**src/rtl/bmsd_pkg.sv**
```systemverilog
// ----------------------------------------------------------------------------
// bmsd_pkg
// Shared types and constants for the binary mask square dilation block.
// ----------------------------------------------------------------------------
`default_nettype none

package bmsd_pkg;

    localparam int MAX_COLS   = 48;
    localparam int MAX_OFFSET = 8;
    localparam int HIST_DEPTH = 16;
    localparam int IN_W       = 48;
    localparam int ROW_W      = 64;
    localparam int COLS_W     = 6;
    localparam int OFF_W      = 4;
    localparam int WIN_W      = 5;
    localparam int CFG_W      = 6;

    typedef enum logic {
        REG_MASK_COLS       = 1'b0,
        REG_DILATION_OFFSET = 1'b1
    } cfg_idx_t;

    // one widened request handed from front to back
    typedef struct packed {
        logic [ROW_W-1:0] row;
        logic             last;
        logic [WIN_W-1:0] win;
    } req_t;

    // queue head as seen by the consumer
    typedef struct packed {
        logic empty;
        req_t head;
    } req_q_stat_t;

endpackage

`default_nettype wire

```
**src/rtl/bmsd_front.sv**
```systemverilog
// ----------------------------------------------------------------------------
// bmsd_front
// Holds the configuration and widens each incoming row horizontally.
// ----------------------------------------------------------------------------
`default_nettype none

module bmsd_front
    import bmsd_pkg::*;
(
    input  wire logic             clk,
    input  wire logic             rst_n,
    input  wire logic             cfg_valid,
    input  wire cfg_idx_t         cfg_index,
    input  wire logic [CFG_W-1:0] cfg_data,
    input  wire logic [IN_W-1:0]  row_bits,
    input  wire logic             last_row,
    output req_t                  req
);

    logic [COLS_W-1:0] cols_reg;
    logic [OFF_W-1:0]  offset_reg;
    logic [COLS_W-1:0] cols_eff;
    logic [OFF_W-1:0]  offset_eff;
    logic [WIN_W-1:0]  win;
    logic [IN_W-1:0]   row_masked;
    logic [ROW_W-1:0]  wide;

    always_ff @(posedge clk or negedge rst_n)
    begin
        if (!rst_n)
        begin
            cols_reg   <= COLS_W'(MAX_COLS);
            offset_reg <= OFF_W'(1);
        end
        else if (cfg_valid)
        begin
            unique case (cfg_index)
                REG_MASK_COLS:       cols_reg   <= cfg_data;
                REG_DILATION_OFFSET: offset_reg <= cfg_data[OFF_W-1:0];
                default:             ;
            endcase
        end
    end

    always_comb
    begin
        if (cols_reg == '0)
            cols_eff = COLS_W'(1);
        else if (cols_reg > COLS_W'(MAX_COLS))
            cols_eff = COLS_W'(MAX_COLS);
        else
            cols_eff = cols_reg;

        if (offset_reg > OFF_W'(MAX_OFFSET))
            offset_eff = OFF_W'(MAX_OFFSET);
        else
            offset_eff = offset_reg;
        win = {offset_eff, 1'b0};

        for (int j = 0; j < IN_W; j++)
            row_masked[j] = row_bits[j] & (COLS_W'(j) < cols_eff);

        wide = '0;
        for (int s = 0; s <= 2 * MAX_OFFSET; s++)
        begin
            if (WIN_W'(s) <= win)
                wide = wide | (ROW_W'(row_masked) << s);
        end

        req.row  = wide;
        req.last = last_row;
        req.win  = win;
    end

endmodule

`default_nettype wire

```
**src/rtl/bmsd_queue.sv**
```systemverilog
// ----------------------------------------------------------------------------
// bmsd_queue
// Two-entry request queue between front and back.
// ----------------------------------------------------------------------------
`default_nettype none

module bmsd_queue
    import bmsd_pkg::*;
(
    input  wire logic clk,
    input  wire logic rst_n,
    input  wire logic wr_en,
    input  wire req_t wr_data,
    output logic      full,
    input  wire logic rd_en,
    output req_q_stat_t stat
);

    req_t       mem [2];
    logic       wr_ptr_reg;
    logic       rd_ptr_reg;
    logic [1:0] cnt_reg;
    logic       do_wr;
    logic       do_rd;

    assign full       = (cnt_reg == 2'd2);
    assign do_wr      = wr_en && !full;
    assign do_rd      = rd_en && (cnt_reg != 2'd0);
    assign stat.empty = (cnt_reg == 2'd0);
    assign stat.head  = mem[rd_ptr_reg];

    always_ff @(posedge clk)
    begin
        if (do_wr)
            mem[wr_ptr_reg] <= wr_data;
    end

    always_ff @(posedge clk or negedge rst_n)
    begin
        if (!rst_n)
        begin
            wr_ptr_reg <= 1'b0;
            rd_ptr_reg <= 1'b0;
            cnt_reg    <= 2'd0;
        end
        else
        begin
            if (do_wr)
                wr_ptr_reg <= !wr_ptr_reg;
            if (do_rd)
                rd_ptr_reg <= !rd_ptr_reg;
            cnt_reg <= cnt_reg + 2'(do_wr) - 2'(do_rd);
        end
    end

endmodule

`default_nettype wire

```
**src/rtl/bmsd_back.sv**
```systemverilog
// ----------------------------------------------------------------------------
// bmsd_back
// Row history, vertical OR, end-of-mask drain and the result queue.
// ----------------------------------------------------------------------------
`default_nettype none

module bmsd_back
    import bmsd_pkg::*;
(
    input  wire logic             clk,
    input  wire logic             rst_n,
    input  wire req_q_stat_t      q_stat,
    output logic                  q_pop,
    input  wire logic             pop,
    output logic                  empty,
    output logic [ROW_W-1:0]      grown_row,
    output logic                  final_row
);

    logic [ROW_W-1:0] hist_reg [HIST_DEPTH];
    logic             flush_reg;
    logic [WIN_W-1:0] rem_reg;
    logic [WIN_W-1:0] fwin_reg;

    logic [ROW_W-1:0] out_row_mem [2];
    logic             out_fin_mem [2];
    logic             out_wr_ptr_reg;
    logic             out_rd_ptr_reg;
    logic [1:0]       out_cnt_reg;

    logic [WIN_W-1:0] hl;
    logic [ROW_W-1:0] hor;
    logic             emit_ok;
    logic             do_item;
    logic             do_flush;
    logic             res_wr;
    logic [ROW_W-1:0] res_row;
    logic             res_fin;
    logic             out_rd;

    always_comb
    begin
        // during drain the new head is zero, so only older taps count
        hl = flush_reg ? (fwin_reg - WIN_W'(1)) : q_stat.head.win;
        hor = '0;
        for (int i = 0; i < HIST_DEPTH; i++)
        begin
            if (WIN_W'(i) < hl)
                hor = hor | hist_reg[i];
        end

        emit_ok  = (out_cnt_reg != 2'd2);
        do_flush = flush_reg && emit_ok;
        do_item  = !flush_reg && !q_stat.empty && emit_ok;
        q_pop    = do_item;
        res_wr   = do_flush || do_item;

        if (flush_reg)
        begin
            res_row = hor;
            res_fin = (rem_reg == WIN_W'(1));
        end
        else
        begin
            res_row = q_stat.head.row | hor;
            res_fin = q_stat.head.last && (q_stat.head.win == '0);
        end
    end

    always_ff @(posedge clk or negedge rst_n)
    begin
        if (!rst_n)
        begin
            for (int i = 0; i < HIST_DEPTH; i++)
                hist_reg[i] <= '0;
            flush_reg <= 1'b0;
            rem_reg   <= '0;
            fwin_reg  <= '0;
        end
        else if (do_item)
        begin
            // a last row with no window ends the mask at once
            if (q_stat.head.last && (q_stat.head.win == '0))
            begin
                for (int i = 0; i < HIST_DEPTH; i++)
                    hist_reg[i] <= '0;
            end
            else
            begin
                hist_reg[0] <= q_stat.head.row;
                for (int i = 1; i < HIST_DEPTH; i++)
                    hist_reg[i] <= hist_reg[i-1];
            end
            if (q_stat.head.last && (q_stat.head.win != '0))
            begin
                flush_reg <= 1'b1;
                rem_reg   <= q_stat.head.win;
                fwin_reg  <= q_stat.head.win;
            end
        end
        else if (do_flush)
        begin
            if (rem_reg == WIN_W'(1))
            begin
                for (int i = 0; i < HIST_DEPTH; i++)
                    hist_reg[i] <= '0;
                flush_reg <= 1'b0;
            end
            else
            begin
                hist_reg[0] <= '0;
                for (int i = 1; i < HIST_DEPTH; i++)
                    hist_reg[i] <= hist_reg[i-1];
            end
            rem_reg <= rem_reg - WIN_W'(1);
        end
    end

    // result queue
    assign out_rd    = pop && (out_cnt_reg != 2'd0);
    assign empty     = (out_cnt_reg == 2'd0);
    assign grown_row = out_row_mem[out_rd_ptr_reg];
    assign final_row = out_fin_mem[out_rd_ptr_reg];

    always_ff @(posedge clk)
    begin
        if (res_wr)
        begin
            out_row_mem[out_wr_ptr_reg] <= res_row;
            out_fin_mem[out_wr_ptr_reg] <= res_fin;
        end
    end

    always_ff @(posedge clk or negedge rst_n)
    begin
        if (!rst_n)
        begin
            out_wr_ptr_reg <= 1'b0;
            out_rd_ptr_reg <= 1'b0;
            out_cnt_reg    <= 2'd0;
        end
        else
        begin
            if (res_wr)
                out_wr_ptr_reg <= !out_wr_ptr_reg;
            if (out_rd)
                out_rd_ptr_reg <= !out_rd_ptr_reg;
            out_cnt_reg <= out_cnt_reg + 2'(res_wr) - 2'(out_rd);
        end
    end

endmodule

`default_nettype wire

```
**src/rtl/binary_mask_square_dilation.sv**
```systemverilog
// ----------------------------------------------------------------------------
// binary_mask_square_dilation
// A row passes the request queue, then the result queue, to the result side.
// Throughput: one row per cycle while the result queue has room; a last row
// with offset k holds the back end while history drains through the row OR.
// Reset: asynchronous, active low; clears queues, history and sets
// mask_cols to 48 and dilation_offset to 1.
// ----------------------------------------------------------------------------
`default_nettype none

module binary_mask_square_dilation
    import bmsd_pkg::*;
(
    input  wire logic             clk,
    input  wire logic             rst_n,
    input  wire logic             cfg_valid,
    output logic                  cfg_ready,
    input  wire cfg_idx_t         cfg_index,
    input  wire logic [CFG_W-1:0] cfg_data,
    input  wire logic             push,
    output logic                  full,
    input  wire logic [IN_W-1:0]  row_bits,
    input  wire logic             last_row,
    input  wire logic             pop,
    output logic                  empty,
    output logic [ROW_W-1:0]      grown_row,
    output logic                  final_row
);

    req_t        req;
    req_q_stat_t q_stat;
    logic        q_pop;

    assign cfg_ready = 1'b1;

    bmsd_front u_front (
        .clk       (clk),
        .rst_n     (rst_n),
        .cfg_valid (cfg_valid),
        .cfg_index (cfg_index),
        .cfg_data  (cfg_data),
        .row_bits  (row_bits),
        .last_row  (last_row),
        .req       (req)
    );

    bmsd_queue u_queue (
        .clk     (clk),
        .rst_n   (rst_n),
        .wr_en   (push),
        .wr_data (req),
        .full    (full),
        .rd_en   (q_pop),
        .stat    (q_stat)
    );

    bmsd_back u_back (
        .clk       (clk),
        .rst_n     (rst_n),
        .q_stat    (q_stat),
        .q_pop     (q_pop),
        .pop       (pop),
        .empty     (empty),
        .grown_row (grown_row),
        .final_row (final_row)
    );

endmodule

`default_nettype wire

```
**config.mk**
```make
export PLATFORM = sky130hd
export DESIGN_NAME = binary_mask_square_dilation
export DESIGN_NICKNAME = d
export VERILOG_FILES = /design/src/rtl/bmsd_pkg.sv /design/src/rtl/bmsd_front.sv /design/src/rtl/bmsd_queue.sv /design/src/rtl/bmsd_back.sv /design/src/rtl/binary_mask_square_dilation.sv
export SDC_FILE = /design/constraint.sdc
export NUM_CORES = 2
export LEC_CHECK = 0
export BUFFER_PORTS_ARGS = -buffer_cell sky130_fd_sc_hd__buf_2
export CORE_MARGIN = 8
export CORE_UTILIZATION = 45
export CTS_BUF_LIST = sky130_fd_sc_hd__clkbuf_16
export DETAILED_ROUTE_END_ITERATION = 7
export PLACE_DENSITY = 0.57
export REMOVE_ABC_BUFFERS = 1
export SKIP_LAST_GASP = 1
export SLEW_MARGIN = 20
export SYNTH_ARGS = -nofsm -noshare
export SYNTH_HDL_FRONTEND = slang
export SYNTH_SLANG_ARGS = --single-unit
```
**constraint.sdc**
```tcl
create_clock -name clk -period 11.95 [get_ports clk]
set_input_delay 0 -clock clk [delete_from_list [all_inputs] [get_ports clk]]
set_output_delay 0 -clock clk [all_outputs]
set_load 0.01 [all_outputs]
```
## Word-level counts from Yosys, hierarchy flattened

Memory sizes are Yosys's and may differ from the RTL's.
Index checks and enable logic that the tools add are counted.

- $add $sub $neg: 6
- Magnitude comparators: 83
- Equality and inequality tests: 4
- Mux-type cells: 54
- Bitwise logic cells: 81
- Reductions and logical operators: 30

Operators with widths:

| cell | count |
|---|---|
| 1024-bit 2-to-1 mux | 3 |
| 64-bit 2-to-1 mux | 33 |
| 64-bit bitwise OR | 17 |
| 960-bit 2-to-1 mux | 1 |
| 5-bit by 6-bit less-than comparator with 1-bit output (first input constant) | 16 |
| 6-bit less-than comparator (first input constant) | 16 |
| 64-bit by 50-bit bitwise OR with 64-bit output | 1 |
| 64-bit by 51-bit bitwise OR with 64-bit output | 1 |
| 64-bit by 52-bit bitwise OR with 64-bit output | 1 |
| 64-bit by 53-bit bitwise OR with 64-bit output | 1 |
| 64-bit by 54-bit bitwise OR with 64-bit output | 1 |
| 64-bit by 55-bit bitwise OR with 64-bit output | 1 |
| 64-bit by 56-bit bitwise OR with 64-bit output | 1 |
| 64-bit by 57-bit bitwise OR with 64-bit output | 1 |
| 64-bit by 58-bit bitwise OR with 64-bit output | 1 |
| 64-bit by 59-bit bitwise OR with 64-bit output | 1 |
| 64-bit by 60-bit bitwise OR with 64-bit output | 1 |
| 64-bit by 61-bit bitwise OR with 64-bit output | 1 |
| 64-bit by 62-bit bitwise OR with 64-bit output | 1 |
| 64-bit by 63-bit bitwise OR with 64-bit output | 1 |
| 48-bit by 49-bit bitwise OR with 49-bit output | 1 |
| 1-bit bitwise AND | 48 |
| 4-bit by 6-bit less-than comparator with 1-bit output (first input constant) | 8 |
| 48-bit 2-to-1 mux | 1 |
| 36 further kinds | 100 |

- Flip-flop bits (word level): 1053
- RAM bits: 268
- Input port bits: 61
- Output and inout port bits: 68
- Word-level logic and storage cells: 288
- Memories kept: 3

Memories:

| memory | words | width | read ports | clocked after memory_dff | write ports | line | RTL |
|---|---|---|---|---|---|---|---|
| u_queue.mem | 2 | 69 | 1 | 0 | 1 | bmsd_queue.sv:19 | `req_t mem [2];` |
| u_back.out_row_mem | 2 | 64 | 1 | 0 | 1 | bmsd_back.sv:25 | `logic [ROW_W-1:0] out_row_mem [2];` |
| u_back.out_fin_mem | 2 | 1 | 1 | 0 | 1 | bmsd_back.sv:26 | `logic out_fin_mem [2];` |

## Longest topological paths before layout

- Word-level depth: 38
- Depth in mapped cells: 12
- Mapped depth without buffers: 8

## Modules after synthesis

Synthesis repeated with hierarchy kept, for this count alone.

- Cell total of the unflattened synthesis: 4913
- Area total of the unflattened synthesis: 59843.6 um^2

By module, submodules not included:

| module | instances | cells each | area each (um^2) | seq. area each (um^2) |
|---|---|---|---|---|
| bmsd_back | 1 | 3969 | 49736.5 | 29903.7 |
| bmsd_queue | 1 | 236 | 5600.4 | 4304.1 |
| bmsd_front | 1 | 706 | 4495.6 | 254.0 |
| binary_mask_square_dilation | 1 | 2 | 11.3 | 0.0 |

## Least setup slack after synthesis

Ideal clock, no wire load.

- Path kind: reg2reg
- Start: register u_back.out_cnt_reg[1]
- End: memory u_back.out_fin_mem[0] (enable)
- Library setup time: 489 ps
- Data arrival time: 4012 ps
- Data required time: 11461 ps
- Path slack: 7450 ps
- Cell stages (with the launch flop): 7
- Buffers on the path: 3
- Period minus slack after synthesis: 4500 ps
- Path through: dfrtp_1 -> nor2b_1 -> a21o_1 -> clkbuf_1 -> clkbuf_1 -> clkbuf_1 -> nor2_1

- Longest elaborated chain between the ends: 5
- Elaborated cells between the ends (all ways): 6
- Classes of those cells: 1 x eq/ne; 2 x mux; 3 x reduce/logical

Ends and longest elaborated chain:

| what | line | RTL |
|---|---|---|
| start: declaration | bmsd_back.sv:29 | `logic [1:0] out_cnt_reg;` |
| start signal: assignment | bmsd_back.sv:148 | `out_cnt_reg <= out_cnt_reg + 2'(res_wr) - 2'(out_rd);` |
| 2-bit inequality test (*) | bmsd_back.sv:52 | `emit_ok = (out_cnt_reg != 2'd2);` |
| 1-bit logical AND, on equally long branches | bmsd_back.sv:53, bmsd_back.sv:54 |  |
| 1-bit logical OR (*) | bmsd_back.sv:56 | `res_wr = do_flush \|\| do_item;` |
| 1-bit 2-to-1 mux (*) | bmsd_back.sv:127 | `if (res_wr)` |
| 1-bit 2-to-1 mux (implied by the code) (*) | bmsd_back.sv:130 | `out_fin_mem[out_wr_ptr_reg] <= res_fin;` |
| end: declaration | bmsd_back.sv:26 |  |

Every way passes the cells marked *; elsewhere a longest branch is shown, timed or not.

## Final worst setup path

- Start: register u_queue.rd_ptr_reg
- End: memory u_back.out_row_mem[1][60], data pin

- Longest elaborated chain between the ends: 36
- Elaborated cells between the ends (all ways): 51
- Classes of those cells: 16 x order compare; 18 x mux; 16 x bitwise; 1 x memory

Ends and longest elaborated chain:

| what | line | RTL |
|---|---|---|
| start: declaration | bmsd_queue.sv:21 | `logic rd_ptr_reg;` |
| start signal: assignment | bmsd_queue.sv:51 | `rd_ptr_reg <= !rd_ptr_reg;` |
| memory 2 x 69 bit (*) | n/a |  |
| 5-bit 2-to-1 mux | bmsd_back.sv:44 | `hl = flush_reg ? (fwin_reg - WIN_W'(1)) : q_stat.head.win;` |
| 1-bit by 5-bit less-than comparator with 1-bit output | bmsd_back.sv:48 | `if (WIN_W'(i) < hl)` |
| 64-bit 2-to-1 mux | bmsd_back.sv:48 |  |
| 64-bit bitwise OR | bmsd_back.sv:49 | `hor = hor \| hist_reg[i];` |
| 64-bit 2-to-1 mux | bmsd_back.sv:48 |  |
| 64-bit bitwise OR | bmsd_back.sv:49 |  |
| 64-bit 2-to-1 mux | bmsd_back.sv:48 |  |
| [21 not listed] | n/a |  |
| 64-bit 2-to-1 mux | bmsd_back.sv:48 |  |
| 64-bit bitwise OR | bmsd_back.sv:49 |  |
| 64-bit 2-to-1 mux | bmsd_back.sv:48 |  |
| 64-bit bitwise OR | bmsd_back.sv:49 |  |
| 64-bit 2-to-1 mux | bmsd_back.sv:48 |  |
| 64-bit bitwise OR | bmsd_back.sv:65 | `res_row = q_stat.head.row \| hor;` |
| 64-bit 2-to-1 mux (*) | bmsd_back.sv:58 | `if (flush_reg)` |
| via u_back.res_row[60] | bmsd_back.sv:37 | `logic [ROW_W-1:0] res_row;` |
| end: declaration | bmsd_back.sv:25 |  |

Mark *: on every way through the listed nets, which the timed path passes. The rest lies on a longest branch.

==> results.sh <==
export IMPL_synth_area_per_cell_um2=12.07
export IMPL_drcViolationCount=0
export IMPL_tightest_slew_ns=1.142
export IMPL_post_route_cells_drive_above_1_share=0.1101
export IMPL_place_port_buffers=127
export IMPL_grt_overflow_total=0
export IMPL_wire_length_of_the_first_global_routing_pass_um=283100
export IMPL_critPathCaptureType="register"
export IMPL_synthMostInstantiatedCell="sky130_fd_sc_hd__dfrtp_1"
export IMPL_fmax_mhz=174.7
export IMPL_holdCritPathClass="input pin to register"
export IMPL_final_min_period_over_clock_period=0.4789
export IMPL_largest_register_ffs=1024
export IMPL_grt_setup_unrepaired="false"
export IMPL_drt_first_pass_iters=6
export IMPL_place_detailed_hpwl_um=105900
export IMPL_insertion_delay_ns=0.78
export IMPL_worstSetupPathType="register to register"
export IMPL_syn_cell_area_um2=57740
export IMPL_critPathRequiredTime_ns=12.44
export IMPL_area_growth_syn_to_layout_pct=11.88
export IMPL_finalHoldViolations=0
export IMPL_timing_critical_path_mode_cell="sky130_fd_sc_hd__buf_4"
export IMPL_finalInstanceArea_um2=64600
export IMPL_antenna_left=0
export IMPL_wp_data_arrival_ns=6.22
export IMPL_clock_sink_count=1320
export IMPL_synth_common_cells="1049 x sky130_fd_sc_hd__dfrtp_1, 963 x sky130_fd_sc_hd__a22o_1, 355 x sky130_fd_sc_hd__clkbuf_1"
export IMPL_setup_viol_count_final=0
export IMPL_dieWidth_um=374.2
export IMPL_timing_max_cap_violations=0
export IMPL_synth_main_ff_cell="sky130_fd_sc_hd__dfrtp_1"
export IMPL_cell_breakdown_of_the_critical_path="mux2i_1, and2_4, buf_4, nor2_2, buf_4, nor2_4, buf_4, nor2_1, or4_1"
export IMPL_ys_ff_latch=1320
export IMPL_pre_cts_ws_ns=6.249
export IMPL_final_fill_count=11260
export IMPL_seq_area_frac_synth=0.5954
export IMPL_area_fraction_of_the_dominant_cell_type_after_synthesis=0.4546
export IMPL_power_per_cell_area_nw_per_um2=340.0
export IMPL_drt_iter0_drc=6313
export IMPL_min_period_ns=5.723
export IMPL_cts_max_path_buffers=3
export IMPL_synthTopCellsByArea="sky130_fd_sc_hd__dfrtp_1 45%, sky130_fd_sc_hd__a22o_1 15%, sky130_fd_sc_hd__edfxtp_1 14%"
export IMPL_maxSlewViolCount=0
export IMPL_route_detailed_vias_per_inst=6.781
export IMPL_asyncSetResetFlopFracSynth=0.7970
export IMPL_syn_inst=4782
export IMPL_gr_usage_all_layers=0.2600
export IMPL_timing_final_ws_setup_ns=6.227
export IMPL_report_power_total_mw=21.96
export IMPL_timing_critical_path_fanout_max=45
export IMPL_final_setup_skew_ns=0.02689
export IMPL_wl_per_cell_um=28.84
export IMPL_power_static_leakage_nw=27.78
export IMPL_synth_warnings=0
export IMPL_cts_made_buffers=142
export IMPL_cpPeakStageDelay_ns=0.96
export IMPL_ir_drop_mv=0.4572
export IMPL_cts_tree="done"
export IMPL_die_height_um=374.2
export IMPL_clock_tree_root_cell="sky130_fd_sc_hd__clkbuf_16"
export IMPL_finalWirelength_um=188100
export IMPL_design_die_area_um2=140000
export IMPL_gp_congestion=0.9740
export IMPL_startpoint_type="register"
export IMPL_first_global_vias=43010
export IMPL_routed_via_count=44240
export IMPL_boundaryPins=129
export IMPL_setup_tns_ns=0
export IMPL_postPlaceCellArea_um2=59660
export IMPL_relSlewSlack=0.2388
export IMPL_core_rowCount=131
export IMPL_synth_edf_count=268
export IMPL_ctsHtreeMaxLevel=4
export IMPL_grt_start_max_net_pins=238
export IMPL_synth_distinct_cells=89
export IMPL_finalNetCount=4807
export IMPL_cts_reportedPaths_clkPinSlew_ns=0.06
export IMPL_netlist_top_cell_by_area="sky130_fd_sc_hd__dfrtp_1"
export IMPL_design_core_area_um2=127500
export IMPL_outcome="finished clean"
export IMPL_antenna_found_initial=1
export IMPL_post_cts_setup_buffer_count=0
export IMPL_floorplan_initialDensity=0.4528
export IMPL_cpMaxStageDelayCell="sky130_fd_sc_hd__buf_4"
==> critical path: cells and delay by family (launching register included) <==
| kind | cells | cell delay, ns |
|---|---|---|
| muxes | 1 | 0.36 |
| and+or+nand+nor | 5 | 2.10 |
| buffers and inverters | 3 | 1.98 |
| DFF | 1 | 0.85 |
==> area by class of cell <==
class / instances / area (µm²) / share of cell area
repair buffers: 269 / 1982 / 0.03068
clock buffers: 146 / 3654 / 0.05656
clock inverters: 119 / 725.7 / 0.01123
diodes: 2 / 5.005 / 0.00007747
inverters: 26 / 97.59 / 0.001511
well taps: 1662 / 2079 / 0.03219
multi-input cells: 2980 / 21670 / 0.3354
flip-flops and latches: 1320 / 34390 / 0.5323
==> metrics by stage <==
stage	hold WS (ns)	std cells	utilization
finish	0.06854	6524	0.5066
global route	0.06274	6522	0.5066
CTS	0.005428	6521	0.5063
detailed placement	0.1395	6206	0.4679
global placement	0.1517	6206	0.4679
floorplan	-0.2956	4326	-
==> worst paths after layout <==
kind	slack, ns	from	depth (start not counted)	to
worst max-delay path	6.23	u_queue.rd_ptr_reg	9	u_back.out_row_mem[1][60]
worst min-delay path	0.07	row_bits[12]	6	u_queue.mem[0][21]
worst max register to register	6.23	u_queue.rd_ptr_reg	9	u_back.out_row_mem[1][60]
worst min register to register	0.50	u_back.hist_reg[1015]	1	u_back.hist_reg[951]
max in group asynchronous	9.68	rst_n	5	u_back.hist_reg[990]
min in group asynchronous	0.46	rst_n	4	u_back.hist_reg[305]
==> cell usage in the layout, fill, tap and decap left out, drive strengths merged, types with 36 or more instances in the layout <==
cell type and count:
a22oi 151, mux2i 69, dlygate4sd3 49, inv 85
nor2 133, nor3 94, dfrtp 1049, o22ai 77
clkinv 53, or3 47, a21oi 126, nand2 286
mux2 78, a221oi 154, o211ai 36, nand4 101
edfxtp 268, buf 220, a22o 963, o21ai 270
clkbuf 146
==> power by group <==
group / total [mW] / internal, mW / switching, mW
logic: 9.88 / 3.08 / 6.80
registers: 7.92 / 6.53 / 1.39
clock network: 4.16 / 2.33 / 1.84
==> what timing repair did <==
action | 4_1_cts | 5_1_grt
setup endpoints to repair | 0 | 0
hold buffers | 50 | 0
gates resized for setup | 0 | 0
endpoints found under the hold margin | 193 | 0
==> routing by layer <==
metal | global-route usage | part of all wire
met5 | 0 | 0
met1 | 0.3901 | 0.46
met4 | 0.08118 | 0.029
met3 | 0.06058 | 0.086
met2 | 0.3724 | 0.43
==> logic make-up (layout without fill, tap and decap cells) <==
| group | Yosys count | count (layout) | synth area share |
|---|---|---|---|
| compound gates | 2012 | 2012 | 0.2726 |
| flops | 1320 | 1320 | 0.5954 |
| simple gates | 803 | 803 | 0.06789 |
| buf+inv | 482 | 560 | 0.03372 |
| mux | 147 | 147 | 0.02730 |
| xor+xnor | 9 | 9 | 0.001365 |
| fa+ha+maj | 8 | 8 | 0.001690 |
| other cells | 1 | 3 | 0.00006495 |
Power figures use the tool's default switching activity.
